==> config.mk <==
export PLATFORM = sky130hd
export DESIGN_NAME = token_scanner_keyword_dfa
export DESIGN_NICKNAME = d
export VERILOG_FILES = /design/src/hdl/tskd_pkg.sv /design/src/hdl/token_scanner_keyword_dfa.sv
export SDC_FILE = /design/constraint.sdc
export NUM_CORES = 1
export LEC_CHECK = 0
export ABC_CLOCK_PERIOD_IN_PS = 9440
export BUFFER_PORTS_ARGS = -buffer_cell sky130_fd_sc_hd__buf_2
export CAP_MARGIN = 15
export CORE_MARGIN = 2
export CORE_UTILIZATION = 52
export CTS_CLUSTER_SIZE = 24
export DETAILED_ROUTE_END_ITERATION = 16
export PLACE_DENSITY = 0.67
export SYNTH_ARGS = -nofsm -noshare
export SYNTH_HDL_FRONTEND = slang
export SYNTH_SLANG_ARGS = --single-unit
==> constraint.sdc <==
create_clock -name clk -period 9.44 [get_ports clk]
set_input_delay 2.832 -clock clk [delete_from_list [all_inputs] [get_ports clk]]
set_output_delay 2.832 -clock clk [all_outputs]
set_load 0.01 [all_outputs]
==> src/hdl/tskd_pkg.sv <==
`default_nettype none
// ---------------------------------------------------------------------------
// tskd_pkg
// Shared constants, types and tables for the keyword-tracking token scanner.
// ---------------------------------------------------------------------------
package tskd_pkg;

  // Longest token length reported; lengths saturate here.
  localparam int MAX_TOKEN_LEN = 255;
  localparam int LEN_CAP       = (MAX_TOKEN_LEN < 255) ? MAX_TOKEN_LEN : 255;

  // Scan modes.
  localparam logic [1:0] MODE_IDLE = 2'd0;
  localparam logic [1:0] MODE_NUM  = 2'd1;
  localparam logic [1:0] MODE_WORD = 2'd2;
  localparam logic [1:0] MODE_HALT = 2'd3;

  // Automaton markers.
  localparam logic [3:0] KW_START = 4'd0;
  localparam logic [3:0] KW_NONE  = 4'd0;
  localparam logic [3:0] KW_DEAD  = 4'd14;
  localparam logic [3:0] KW_ACC   = 4'd15;
  localparam int         KW_STATES = 14;
  localparam int         KW_COLS   = 12;

  // Character classes.
  localparam logic [2:0] CLS_OTHER = 3'd0;
  localparam logic [2:0] CLS_WS    = 3'd1;
  localparam logic [2:0] CLS_SYM   = 3'd2;
  localparam logic [2:0] CLS_ALPHA = 3'd3;
  localparam logic [2:0] CLS_DIGIT = 3'd4;

  // Token kinds.
  localparam logic [2:0] KIND_NUM = 3'd0;
  localparam logic [2:0] KIND_ID  = 3'd1;
  localparam logic [2:0] KIND_KW  = 3'd2;
  localparam logic [2:0] KIND_SYM = 3'd3;
  localparam logic [2:0] KIND_WS  = 3'd4;
  localparam logic [2:0] KIND_ERR = 3'd5;

  // Keyword codes.
  localparam logic [2:0] KWC_NONE = 3'd0;

  // One result word.
  typedef struct packed {
    logic [2:0] kind;
    logic [7:0] len;
    logic [2:0] kw;
    logic       last;
  } result_t;

  // Next automaton state per state and letter column; KW_ACC marks a completing letter.
  localparam logic [3:0] KW_NEXT [KW_STATES][KW_COLS] = '{
    '{4'd0, 4'd0, 4'd1,  4'd0,  4'd0,  4'd5, 4'd0, 4'd0,  4'd6,  4'd0, 4'd11, 4'd0},
    '{4'd0, 4'd0, 4'd0,  4'd0,  4'd0,  4'd0, 4'd2, 4'd4,  4'd0,  4'd0, 4'd0,  4'd0},
    '{4'd0, 4'd0, 4'd0,  4'd0,  4'd0,  4'd0, 4'd0, 4'd0,  4'd0,  4'd3, 4'd0,  4'd0},
    '{4'd0, 4'd0, KW_ACC, 4'd0, 4'd0,  4'd0, 4'd0, 4'd0,  4'd0,  4'd0, 4'd0,  4'd0},
    '{4'd0, KW_ACC, 4'd0, 4'd0, 4'd0,  4'd0, 4'd0, 4'd0,  4'd0,  4'd0, 4'd0,  4'd0},
    '{4'd0, 4'd0, 4'd0,  KW_ACC, 4'd0, 4'd0, 4'd0, 4'd0,  4'd0,  4'd0, 4'd0,  4'd0},
    '{4'd0, 4'd0, 4'd7,  4'd0,  4'd0,  4'd0, 4'd0, 4'd0,  4'd0,  4'd0, 4'd0,  4'd0},
    '{4'd0, 4'd0, 4'd0,  4'd0,  4'd0,  4'd0, 4'd0, 4'd0,  4'd0,  4'd0, 4'd8,  4'd0},
    '{4'd0, 4'd0, 4'd0,  4'd0,  4'd0,  4'd0, 4'd0, 4'd0,  4'd0,  4'd0, 4'd0,  4'd9},
    '{4'd0, 4'd0, 4'd0,  4'd0,  4'd0,  4'd0, 4'd0, 4'd0,  4'd10, 4'd0, 4'd0,  4'd0},
    '{4'd0, 4'd0, 4'd0,  4'd0,  4'd0,  4'd0, 4'd0, KW_ACC, 4'd0, 4'd0, 4'd0,  4'd0},
    '{4'd0, 4'd0, 4'd0,  4'd0,  4'd12, 4'd0, 4'd0, 4'd0,  4'd0,  4'd0, 4'd0,  4'd0},
    '{4'd0, 4'd0, 4'd13, 4'd0,  4'd0,  4'd0, 4'd0, 4'd0,  4'd0,  4'd0, 4'd0,  4'd0},
    '{4'd0, 4'd0, 4'd0,  4'd0,  4'd0,  4'd0, 4'd0, KW_ACC, 4'd0, 4'd0, 4'd0,  4'd0}
  };

  // Letters consumed to reach each state.
  localparam logic [2:0] KW_DEPTH [KW_STATES] = '{
    3'd0, 3'd1, 3'd2, 3'd3, 3'd2, 3'd1, 3'd1, 3'd2, 3'd3, 3'd4, 3'd5, 3'd1, 3'd2, 3'd3
  };

  // Keyword code of a state once it is completed; none if it cannot complete.
  localparam logic [2:0] KW_CODE [KW_STATES] = '{
    3'd0, 3'd0, 3'd0, 3'd1, 3'd2, 3'd3, 3'd0, 3'd0, 3'd0, 3'd0, 3'd4, 3'd0, 3'd0, 3'd5
  };

  // Class of one character code; codes of 128 and above are errors.
  function automatic logic [2:0] classify(input logic [7:0] c);
    logic [2:0] cls;
    cls = CLS_OTHER;
    if (c == 8'd9 || c == 8'd10 || c == 8'd13 || c == 8'd32) begin
      cls = CLS_WS;
    end else if (c == 8'h28 || c == 8'h29 || c == 8'h2b || c == 8'h3b || c == 8'h3d) begin
      cls = CLS_SYM;
    end else if ((c >= 8'h41 && c <= 8'h5a) || (c >= 8'h61 && c <= 8'h7a)) begin
      cls = CLS_ALPHA;
    end else if (c >= 8'h30 && c <= 8'h39) begin
      cls = CLS_DIGIT;
    end
    return cls;
  endfunction

  // Column of a letter in the automaton table; any other letter maps to column zero.
  function automatic logic [3:0] letter_column(input logic [7:0] c);
    logic [3:0] col;
    unique case (c)
      8'h64:   col = 4'd1;  // d
      8'h65:   col = 4'd2;  // e
      8'h66:   col = 4'd3;  // f
      8'h68:   col = 4'd4;  // h
      8'h69:   col = 4'd5;  // i
      8'h6c:   col = 4'd6;  // l
      8'h6e:   col = 4'd7;  // n
      8'h72:   col = 4'd8;  // r
      8'h73:   col = 4'd9;  // s
      8'h74:   col = 4'd10; // t
      8'h75:   col = 4'd11; // u
      default: col = 4'd0;
    endcase
    return col;
  endfunction

  // True when the run so far spells a whole keyword.
  function automatic logic kw_accepted(input logic [3:0] ks, input logic [7:0] rl);
    logic acc;
    acc = 1'b0;
    if (ks < 4'(KW_STATES)) begin
      acc = (KW_CODE[ks] != KWC_NONE) && (rl == {5'd0, KW_DEPTH[ks]} + 8'd1);
    end
    return acc;
  endfunction

  // Advance the automaton by one letter; rl is the run length before it.
  function automatic logic [3:0] kw_advance(input logic [3:0] ks, input logic [7:0] rl,
                                            input logic [7:0] c);
    logic [3:0] nx;
    logic [3:0] res;
    nx = KW_DEAD;
    if (ks >= 4'(KW_STATES) || kw_accepted(ks, rl)) begin
      res = KW_DEAD;
    end else begin
      nx = KW_NEXT[ks][letter_column(c)];
      if (nx == KW_ACC) begin
        res = ks;
      end else if (nx == KW_NONE) begin
        res = KW_DEAD;
      end else begin
        res = nx;
      end
    end
    return res;
  endfunction

  // Token given when a pending run is closed.
  function automatic result_t close_token(input logic [1:0] mode, input logic [3:0] ks,
                                          input logic [7:0] rl);
    result_t r;
    r.len  = rl;
    r.last = 1'b0;
    r.kw   = KWC_NONE;
    if (mode == MODE_NUM) begin
      r.kind = KIND_NUM;
    end else if (kw_accepted(ks, rl)) begin
      r.kind = KIND_KW;
      r.kw   = KW_CODE[ks];
    end else begin
      r.kind = KIND_ID;
    end
    return r;
  endfunction

endpackage
`default_nettype wire

==> src/hdl/token_scanner_keyword_dfa.sv <==
`default_nettype none
// ---------------------------------------------------------------------------
// token_scanner_keyword_dfa
// Streaming lexical scanner: numbers, identifiers, keywords, symbols and
// whitespace, with an error stop on any unknown character.
// ---------------------------------------------------------------------------
//
//  Channel  | Dir | Word contents (lowest bit up)
//  ---------+-----+-----------------------------------------------------------
//  s_axis   | in  | tdata: char_code[7:0]; tlast: end_of_text
//  m_axis   | out | tdata: token_kind[2:0], token_length[10:3],
//           |     |        keyword_code[13:11], zero[15:14]; tlast: last_of_run
//
//  One character word is taken per clock. Each word is scanned in the cycle it
//  is accepted and its zero, one or two token words go into a four-entry
//  result queue; one token word leaves per clock while the receiver is ready.
//  Input is taken while the queue has two free entries, so two tokens per
//  character run at the output rate of one token per clock. Synchronous reset
//  empties the queue and returns the scanner to idle, clearing the error stop.
//
module token_scanner_keyword_dfa (
  input  wire logic        clk,
  input  wire logic        rst,
  input  wire logic        s_axis_tvalid,
  output logic             s_axis_tready,
  input  wire logic [7:0]  s_axis_tdata,  // char_code[7:0]
  input  wire logic        s_axis_tlast,  // end_of_text
  output logic             m_axis_tvalid,
  input  wire logic        m_axis_tready,
  output logic [15:0]      m_axis_tdata,  // token_kind, token_length, keyword_code, zero
  output logic             m_axis_tlast   // last_of_run
);
  import tskd_pkg::*;

  localparam int QDEPTH = 4;
  localparam int QPTRW  = $clog2(QDEPTH);
  localparam int QCNTW  = $clog2(QDEPTH + 1);

  // Scanner state.
  logic [1:0] scan_mode, scan_mode_next;
  logic [3:0] keyword_state, keyword_state_next;
  logic [7:0] run_length, run_length_next;

  // Result queue.
  result_t            queue [QDEPTH];
  logic [QPTRW-1:0]   wr_ptr, rd_ptr;
  logic [QCNTW-1:0]   count;

  logic       in_accept, out_accept;
  logic [2:0] cls;
  logic       cont;
  result_t    res0, res1, tok;
  logic [1:0] nres;

  assign in_accept  = s_axis_tvalid && s_axis_tready;
  assign out_accept = m_axis_tvalid && m_axis_tready;
  assign s_axis_tready = (count <= QCNTW'(QDEPTH - 2));

  // Scan one character: work out the next state and the tokens it gives.
  always_comb begin
    cls  = classify(s_axis_tdata);
    cont = (scan_mode == MODE_NUM && cls == CLS_DIGIT) ||
           (scan_mode == MODE_WORD && cls == CLS_ALPHA);
    scan_mode_next     = scan_mode;
    keyword_state_next = keyword_state;
    run_length_next    = run_length;
    res0 = '0;
    res1 = '0;
    nres = 2'd0;
    tok  = '0;

    if (scan_mode != MODE_HALT) begin
      if (cont) begin
        if (scan_mode == MODE_WORD) begin
          keyword_state_next = kw_advance(keyword_state, run_length, s_axis_tdata);
        end
        if (run_length < 8'(LEN_CAP)) begin
          run_length_next = run_length + 8'd1;
        end
      end else begin
        // Close the pending run first.
        if (scan_mode == MODE_NUM || scan_mode == MODE_WORD) begin
          res0 = close_token(scan_mode, keyword_state, run_length);
          nres = 2'd1;
        end
        scan_mode_next     = MODE_IDLE;
        keyword_state_next = KW_START;
        run_length_next    = 8'd0;
        tok.len  = 8'd1;
        tok.kw   = KWC_NONE;
        tok.last = 1'b0;
        unique case (cls)
          CLS_WS: begin
            tok.kind = KIND_WS;
          end
          CLS_SYM: begin
            tok.kind = KIND_SYM;
          end
          CLS_ALPHA: begin
            scan_mode_next     = MODE_WORD;
            keyword_state_next = kw_advance(KW_START, 8'd0, s_axis_tdata);
            run_length_next    = 8'd1;
          end
          CLS_DIGIT: begin
            scan_mode_next  = MODE_NUM;
            run_length_next = 8'd1;
          end
          default: begin
            tok.kind       = KIND_ERR;
            scan_mode_next = MODE_HALT;
          end
        endcase
        if (cls == CLS_WS || cls == CLS_SYM || cls == CLS_OTHER) begin
          if (nres == 2'd0) begin
            res0 = tok;
          end else begin
            res1 = tok;
          end
          nres = nres + 2'd1;
        end
      end

      // End of text closes whatever run is still open.
      if (s_axis_tlast && (scan_mode_next == MODE_NUM || scan_mode_next == MODE_WORD)) begin
        tok = close_token(scan_mode_next, keyword_state_next, run_length_next);
        if (nres == 2'd0) begin
          res0 = tok;
        end else begin
          res1 = tok;
        end
        nres = nres + 2'd1;
        scan_mode_next     = MODE_IDLE;
        keyword_state_next = KW_START;
        run_length_next    = 8'd0;
      end

      // Mark the final token of this character.
      if (nres == 2'd1) begin
        res0.last = 1'b1;
      end else if (nres == 2'd2) begin
        res1.last = 1'b1;
      end
    end
  end

  // Scanner state registers.
  always_ff @(posedge clk) begin
    if (rst) begin
      scan_mode     <= MODE_IDLE;
      keyword_state <= KW_START;
      run_length    <= 8'd0;
    end else if (in_accept) begin
      scan_mode     <= scan_mode_next;
      keyword_state <= keyword_state_next;
      run_length    <= run_length_next;
    end
  end

  // Queue pointers and fill count.
  always_ff @(posedge clk) begin
    if (rst) begin
      wr_ptr <= '0;
      rd_ptr <= '0;
      count  <= '0;
    end else begin
      if (in_accept) begin
        wr_ptr <= wr_ptr + QPTRW'(nres);
      end
      if (out_accept) begin
        rd_ptr <= rd_ptr + QPTRW'(1);
      end
      count <= count + QCNTW'(in_accept ? nres : 2'd0) - QCNTW'(out_accept);
    end
  end

  // Queue storage.
  always_ff @(posedge clk) begin
    if (in_accept && nres != 2'd0) begin
      queue[wr_ptr] <= res0;
    end
    if (in_accept && nres == 2'd2) begin
      queue[wr_ptr + QPTRW'(1)] <= res1;
    end
  end

  // Output word.
  assign m_axis_tvalid = (count != '0);
  assign m_axis_tdata  = {2'b00, queue[rd_ptr].kw, queue[rd_ptr].len, queue[rd_ptr].kind};
  assign m_axis_tlast  = queue[rd_ptr].last;

  // Checks.
  a_count_bound: assert property (@(posedge clk) disable iff (rst)
    count <= QCNTW'(QDEPTH))
    else $error("result queue overfilled");

  a_halt_sticky: assert property (@(posedge clk) disable iff (rst)
    scan_mode == MODE_HALT |=> scan_mode == MODE_HALT)
    else $error("scanner left the error stop without reset");

  a_halt_silent: assert property (@(posedge clk) disable iff (rst)
    (scan_mode == MODE_HALT && in_accept) |-> nres == 2'd0)
    else $error("tokens produced while stopped");

  a_kw_shape: assert property (@(posedge clk) disable iff (rst)
    (m_axis_tvalid && queue[rd_ptr].kind == KIND_KW) |->
      (queue[rd_ptr].kw != KWC_NONE && queue[rd_ptr].len >= 8'd2 &&
       queue[rd_ptr].len <= 8'd6))
    else $error("keyword token with bad code or length");

endmodule
`default_nettype wire

==> summary.md, run 1 <==
| Metric | Value |
|---|---|
| CTS clk-pin slew, worst paths | `0.07 ns` |
| Detailed placer's ending HPWL | `11.2 mm` |
| Worst VDD drop | `0.110 mV` |
| Hold Vio Cnt, Final | `0` |
| WL final | `15.6 mm` |
| Antenna diodes | `0` |
| Sequential fraction of the synthesis area | `36.2%` |
| Cells after DPL | `830` |
| Post-CTS Resized | `0` |
| Tmin final | `8.57 ns` |
| Mean post-synth cell area | `8.92 um^2` |
| Critical Path Max Stage Delay | `0.74 ns` |
| Row Count | `40` |
| CTS Hold Buffers Added | `0` |
| Final std cells w/o fill | `847` |
| CP top delay family | `compound AO/OA/AOI/OAI gates` |
| # Post-CTS Setup Buffers | `0` |
| Initial antenna violation count | `0` |
| Worst Path Buf+Inv | `2` |
| GR Overflow Total | `0` |
| Sinks on Clock Net | `83` |
| Total track usage | `25.0%` |
| H-tree Lvls | `3` |
| First DRT Iteration DRCs | `447` |
| Post-Synthesis Cell Area | `0.00625 mm^2` |
| Crit path kind | `input port to flip-flop` |
| Post-synth ARST share | `0%` |
| Max Clock Freq | `117 MHz` |
| Worst Path Max Fanout | `19` |
| Syn Inst Count | `701` |
| LEAKAGE | `2.60 nW` |
| CP Launch Type | `input port` |
| Max Slew Vio Count | `0` |
| Final nets | `731` |
| Max-slew headroom | `17.6%` |
| Antenna Nets Post-Route | `0` |
| CTS Buffer Depth | `2` |
| DIE AREA | `0.0129 mm^2` |
| Residual DRC count | `0` |
| Syn. warnings | `0` |
| P&R area growth vs syn | `7.23%` |
| Dominant synthesized flop cell | `edfxtp_1` |
| CP max-delay cell | `a2111oi_4` |
| DR pass1 iterations | `7` |
| Most common cell after layout, fill and taps aside | `nor2_1` |
| Worst min path class | `flip-flop to flip-flop` |
| Ports | `32` |
| Vias | `5343` |
| Total core area | `0.0119 mm^2` |
| Hold Crit Depth | `2` |
| CTS Buf Count | `9` |
| CTS tree | `done` |
| Critical Path AT | `8.74 ns` |
| Largest net degree at the start of global routing | `29` |
| Synth area leaders | `edfxtp_1 (29%), dfxtp_1 (7.4%), nor2_1 (6.7%)` |
| Skew final | `0.0113 ns` |
| CP Depth | `20` |
| Commonest cells after routing, fill and taps aside | `nor2_1 (110), nand2_1 (76), edfxtp_1 (60), a22oi_1 (32)` |
| Outcome | `completed` |
| DR vias/cell | `6.31` |
| CP required | `9.61 ns` |
| Hold_ws | `0.540 ns` |
| Final worst path period share | `90.8%` |
| Number of global-route vias before repair | `5129` |
| Clock Latency Late Sink | `0.34 ns` |
| Netlist cell types | `73` |
| Worst-Margin Slew | `1.23 ns` |
| Critical-path cell list | `buf_2, xor2_1, a32o_1, or2_1, or3_1, a211oi_1, or4_4, and4_1, o21ai_0, a31oi_1, inv_1, ha_1, mux2i_1, mux2i_1, ha_1, xnor2_1, nand2_1, a2111oi_4, a41oi_1, a22oi_1` |
| Die H | `114 um` |
| Crit. End Element | `flip-flop` |
| Number of synthesized register bits | `83` |
| IO Port Bufs | `29` |
| Die Wd | `114 um` |
| Fraction of layout cells with a size suffix above 1 | `13.4%` |
| Post-synth EDFFs | `60` |
| Reg2Reg Depth | `20` |
| Setup tns final | `0 ns` |
| Clock root buffer | `clkbuf_16` |
| Yosys top cell by area | `edfxtp_1` |
| First-pass GRT wire length | `25.7 mm` |
| Fillers | `1045` |
| Final setup vio count | `0` |
| Routed length per placed instance | `18.4 um` |
| Starting Density | `52.7%` |
| RSZ-0062 raised after global routing | `false` |
| Power Density | `197 mW/mm^2` |
| Top cell type's share of synthesized area | `28.8%` |
| Max-cap violations | `0` |
| Gpl congestion | `0.968` |
[Yosys cell counts, drive strengths merged (3+ instances only)]
library cell / count
nor3: 21
edfxtp: 60
ha: 22
a21oi: 30
and2: 7
nand2b: 9
buf: 15
nor2b: 15
nor2: 112
o31a: 3
o22ai: 4
a22oi: 32
o211ai: 4
xnor2: 13
or3: 8
a32oi: 5
inv: 19
nand3b: 5
nand4: 10
or2: 5
nor3b: 5
dfxtp: 23
a311oi: 6
clkbuf: 39
o311a: 3
or4: 5
nor4: 6
a211oi: 4
and3: 10
nand2: 76
o31ai: 5
a211o: 3
mux2i: 12
a21o: 4
o21ai: 18
a21boi: 5
a31oi: 11
xor2: 8
nand4b: 3
mux4: 15
nand3: 19
[per-stage QoR]
step	util [%]	cell area [um^2]	setup WS (ns)	power (mW)
6_report	56.5	6700	0.868	1.32
5_1_grt	56.5	6700	0.311	1.40
4_1_cts	56.5	6700	0.992	1.33
3_5_place_dp	54.0	6400	0.649	0.985
3_3_place_gp	54.0	6400	0.887	0.972
2_1_floorplan	-	6250	1.77	0.856
[cells by family (layout without fill, tap and decap cells)]
| group | Yosys count | count (layout) | share of synthesized area, % |
|---|---|---|---|
| flip-flops | 83 | 83 | 36.2 |
| buffers and inverters | 73 | 71 | 5.07 |
| XOR/XNOR | 21 | 21 | 3.06 |
| AND/OR/NAND/NOR | 320 | 320 | 25.1 |
| adder cells (fa/ha/maj) | 23 | 23 | 4.72 |
| multiplexers | 29 | 29 | 7.69 |
| other | 1 | 2 | 0.0600 |
| AO/OA/AOI/OAI | 151 | 151 | 18.1 |
[path summary, 6_finish.rpt]
path              slack (ns)                     end                     startpoint
setup / recovery        0.87  queue[1][13]$_DFFE_PP_                s_axis_tdata[2]
hold / removal          0.54  rd_ptr[0]$_SDFFE_PP0P_         rd_ptr[0]$_SDFFE_PP0P_
hold reg to reg         0.54  rd_ptr[0]$_SDFFE_PP0P_         rd_ptr[0]$_SDFFE_PP0P_
setup reg to reg        2.62  queue[1][13]$_DFFE_PP_  keyword_state[2]$_SDFFE_PP0P_
[state kept, by name, indices dropped and copies added (netlist names), named ones only]
signal / flops
scan_mode: 2
queue: 60
count: 3
run_length: 8
rd_ptr: 2
wr_ptr: 2
keyword_state: 4
[worst min-delay path, delay by kind of cell, from the launching register on]
family / cells / cell delay (ns)
AND/OR/NAND/NOR: 1 / 0.08
flip-flops: 1 / 0.34
XOR/XNOR: 1 / 0.09
[routing by layer]
metal / vias to the layer above / track usage (%) / share of wire, %
li1: 2564 / - / -
met1: 2581 / 33.4 / 45
met2: 170 / 40.4 / 48
met3: 28 / 5.10 / 5.1
met4: 0 / 9.27 / 2.0
met5: - / 0 / 0
[area by class of cell]
| type | instances | area (um^2) | share of cell area [%] |
|---|---|---|---|
| clock inverter | 7 | 71.3 | 1.06 |
| timing repair buffer | 36 | 195 | 2.91 |
| multi-input combinational | 546 | 3690 | 55.1 |
| sequential | 83 | 2260 | 33.8 |
| tap | 147 | 184 | 2.74 |
| inverter | 19 | 71.3 | 1.06 |
| clock buffer | 9 | 225 | 3.36 |
[where the power goes]
part	switching, mW	leakage [nW]	internal, mW
Clock	0.157	0.139	0.185
Combinational	0.276	1.70	0.191
Sequential	0.0458	0.757	0.465
Total	0.479	2.60	0.841
No activity file was read; power rests on OpenSTA's default activity.
==> inputs of run 2 (changes only) <==
--- a/config.mk
+++ b/config.mk
@@ -5,14 +5,14 @@
 export SDC_FILE = /design/constraint.sdc
 export NUM_CORES = 1
 export LEC_CHECK = 0
-export ABC_CLOCK_PERIOD_IN_PS = 9440
+export ABC_CLOCK_PERIOD_IN_PS = 7500
 export BUFFER_PORTS_ARGS = -buffer_cell sky130_fd_sc_hd__buf_2
 export CAP_MARGIN = 15
 export CORE_MARGIN = 2
-export CORE_UTILIZATION = 52
+export CORE_UTILIZATION = 40
 export CTS_CLUSTER_SIZE = 24
 export DETAILED_ROUTE_END_ITERATION = 16
-export PLACE_DENSITY = 0.67
+export PLACE_DENSITY = 0.56
 export SYNTH_ARGS = -nofsm -noshare
 export SYNTH_HDL_FRONTEND = slang
 export SYNTH_SLANG_ARGS = --single-unit
==> constraint.sdc (replaced) <==
create_clock -name clk -period 7.5 [get_ports clk]
set_input_delay 2.25 -clock clk [delete_from_list [all_inputs] [get_ports clk]]
set_output_delay 2.25 -clock clk [all_outputs]
set_load 0.01 [all_outputs]
==> summary.md, run 2 (synthesis results as in run 1) <==
| Metric | Value |
|---|---|
| Outcome | `completed` |
| LEAKAGE | `2.71 nW (+4.4%)` |
| Critical Path Max Stage Delay | `0.51 ns (-0.23 ns)` |
| Max-cap violations | `0 (unchanged)` |
| H-tree Lvls | `3 (unchanged)` |
| Reg2Reg Setup Slack | `1.42 ns (-1.20 ns)` |
| Worst Path Max Fanout | `15 (-4)` |
| Initial antenna violation count | `0 (unchanged)` |
| Worst VDD drop | `0.127 mV (+15%)` |
| GR Overflow Total | `0 (unchanged)` |
| Largest regs | `queue (60), run_length (8), keyword_state (4)` |
| Critical-path cell list | `buf_2, xor2_1, a32o_1, or2_1, o311a_1, o31ai_2, o21ai_2, or4_1, a32o_1, ha_1, mux2i_1, mux2i_1, ha_1, xnor2_1, or2_2, o21ai_0, o2bb2ai_1, a41oi_1, a22oi_1` |
| CTS tree | `done` |
| CTS Hold Buffers Added | `0 (unchanged)` |
| Die Wd | `129 um (+14%)` |
| Total track usage | `20.3% (-4.7 points)` |
| Hold Vio Cnt, Final | `0 (unchanged)` |
| Ports | `32 (unchanged)` |
| Sequential share of power | `36.4% (-2.3 points)` |
| Setup tns final | `0 ns (unchanged)` |
| Clock share of power | `29.5% (+3.5 points)` |
| Row Count | `45 (+13%)` |
| CP required | `7.56 ns (-2.05 ns)` |
| Final worst path period share | `95.0%` |
| Gpl congestion | `0.913 (-5.7%)` |
| Sw Share | `33.8% (-2.5 points)` |
| Reg2Reg Depth | `21 (+5.0%)` |
| Total core area | `0.0153 mm^2 (+29%)` |
| # Post-CTS Setup Buffers | `0 (unchanged)` |
| Max-slew headroom | `29.9% (+12 points)` |
| Reg2reg start | `keyword_state[3]$_SDFFE_PP0P_` |
| Most common cell after layout, fill and taps aside | `nor2_1` |
| Power Density | `253 mW/mm^2 (+29%)` |
| Vias | `5311 (-0.60%)` |
| Worst-Margin Slew | `1.05 ns (-0.176 ns)` |
| Sinks on Clock Net | `83 (unchanged)` |
| DR pass1 iterations | `5 (-2)` |
| Hold Crit Depth | `2 (unchanged)` |
| RSZ-0062 raised after global routing | `false` |
| CTS clk-pin slew, worst paths | `0.07 ns (about the same)` |
| DR vias/cell | `5.73 (-9.2%)` |
| Crit. End Element | `flip-flop` |
| CTS Buffer Depth | `2 (unchanged)` |
| Skew final | `0.00686 ns (-0.00447 ns)` |
| Reg2reg end | `queue[3][13]$_DFFE_PP_` |
| Max Clock Freq | `140 MHz` |
| Commonest cells after routing, fill and taps aside | `nor2_1 (112), nand2_1 (76), edfxtp_1 (60), a22oi_1 (32), a21oi_1 (30)` |
| IO Port Bufs | `29 (unchanged)` |
| Routed length per placed instance | `17.8 um (-3.2%)` |
| Crit path kind | `input port to flip-flop` |
| Min-delay src | `rd_ptr[1]$_SDFFE_PP0P_` |
| Clock Latency Late Sink | `0.34 ns (about the same)` |
| CTS Buf Count | `9 (unchanged)` |
| P&R area growth vs syn | `11.4%` |
| CP Launch Type | `input port` |
| Largest Register | `queue` |
| Antenna diodes | `0 (unchanged)` |
| Final setup vio count | `0 (unchanged)` |
| Max Slew Vio Count | `0 (unchanged)` |
| Post-CTS Resized | `0 (unchanged)` |
| Tmin final | `7.12 ns` |
| Starting Density | `41.0% (-12 points)` |
| Residual DRC count | `0 (unchanged)` |
| Antenna Nets Post-Route | `0 (unchanged)` |
| Critical Path AT | `7.18 ns (-1.56 ns)` |
| Combinational Power Share | `34.1% (-1.2 points)` |
| Internal | `1.17 mW (+39%)` |
| WL final | `16.5 mm (+5.9%)` |
| Number of global-route vias before repair | `4972 (-3.1%)` |
| CP max-delay cell | `or4_1` |
| First-pass GRT wire length | `26.5 mm (+2.9%)` |
| Fraction of layout cells with a size suffix above 1 | `15.2% (+1.8 points)` |
| Die H | `129 um (+14%)` |
| Largest register FFs | `60 (unchanged)` |
| Final nets | `747 (+2.2%)` |
| Switching power | `596 uW (+24%)` |
| Layout Utilization | `45.6% (-11 points)` |
| Worst min path class | `flip-flop to flip-flop` |
| Clock root buffer | `clkbuf_16` |
| First DRT Iteration DRCs | `432 (-3.4%)` |
| Largest net degree at the start of global routing | `29 (unchanged)` |
| DIE AREA | `0.0166 mm^2 (+29%)` |
| Detailed placer's ending HPWL | `12.1 mm (+8.3%)` |
## run 2: worst max-delay path: cells and delay by family
kind | cells | cell delay [ns]
AO/OA/AOI/OAI | 9 | 2.29
AND/OR/NAND/NOR | 3 | 1.05
adder cells (fa/ha/maj) | 2 | 0.63
multiplexers | 2 | 0.43
XOR/XNOR | 2 | 0.35
buffers and inverters | 1 | 0.18
## run 2: layout make-up
cell class	instances	area (um^2)
tap	211	264
clock inverter	7	128
sequential	83	2260
inverter	19	71.3
clock buffer	9	225
fill	1481	8300
multi-input combinational	546	3690
timing repair buffer	52	318
## run 2: through the flow
stage / area, um^2 / total power [mW] / worst slack [ns] / hold slack, ns / instances
2_1_floorplan: 6250 / 1.08 / 0.415 / 0.485 / 702
3_3_place_gp: 6610 / 1.24 / 0.216 / 0.515 / 911
3_5_place_dp: 6610 / 1.26 / 0.101 / 0.511 / 911
4_1_cts: 6960 / 1.78 / 0.436 / 0.541 / 927
5_1_grt: 6960 / 1.87 / 0.0729 / 0.573 / 927
6_report: 6960 / 1.76 / 0.376 / 0.526 / 927
## run 2: power groups by stage
| stage | Sequential (mW) | Combinational, mW | Clock (mW) |
|---|---|---|---|
| 2_1_floorplan | 0.613 | 0.465 | 0 |
| 3_3_place_gp | 0.651 | 0.589 | 0 |
| 3_5_place_dp | 0.656 | 0.600 | 0 |
| 4_1_cts | 0.646 | 0.603 | 0.531 |
| 5_1_grt | 0.654 | 0.669 | 0.547 |
| 6_report | 0.642 | 0.601 | 0.521 |
## run 2: worst max-delay path by stage
stage | slack (ns) | depth (start not counted) | from | endpoint
2_1_floorplan | 0.42 | 23 | s_axis_tdata[2] | queue[2][12]$_DFFE_PP_
5_1_grt | 0.07 | 19 | s_axis_tdata[1] | queue[1][13]$_DFFE_PP_
6_report | 0.38 | 19 | s_axis_tdata[1] | queue[3][13]$_DFFE_PP_
4_1_cts | 0.44 | 20 | s_axis_tdata[1] | queue[1][2]$_DFFE_PP_
3_5_place_dp | 0.10 | 20 | s_axis_tdata[1] | queue[1][2]$_DFFE_PP_
3_3_place_gp | 0.22 | 19 | s_axis_tdata[1] | queue[1][13]$_DFFE_PP_
## run 2: per-layer routing
| metal | wire length (um) | vias up | share of wire (%) | track usage, % |
|---|---|---|---|---|
| met3 | 525 | 19 | 3.2 | 2.25 |
| met2 | 8060 | 122 | 49 | 34.7 |
| li1 | - | 2606 | - | - |
| met5 | 0 | - | 0 | 0 |
| met1 | 7670 | 2564 | 46 | 27.1 |
| met4 | 269 | 0 | 1.6 | 5.95 |
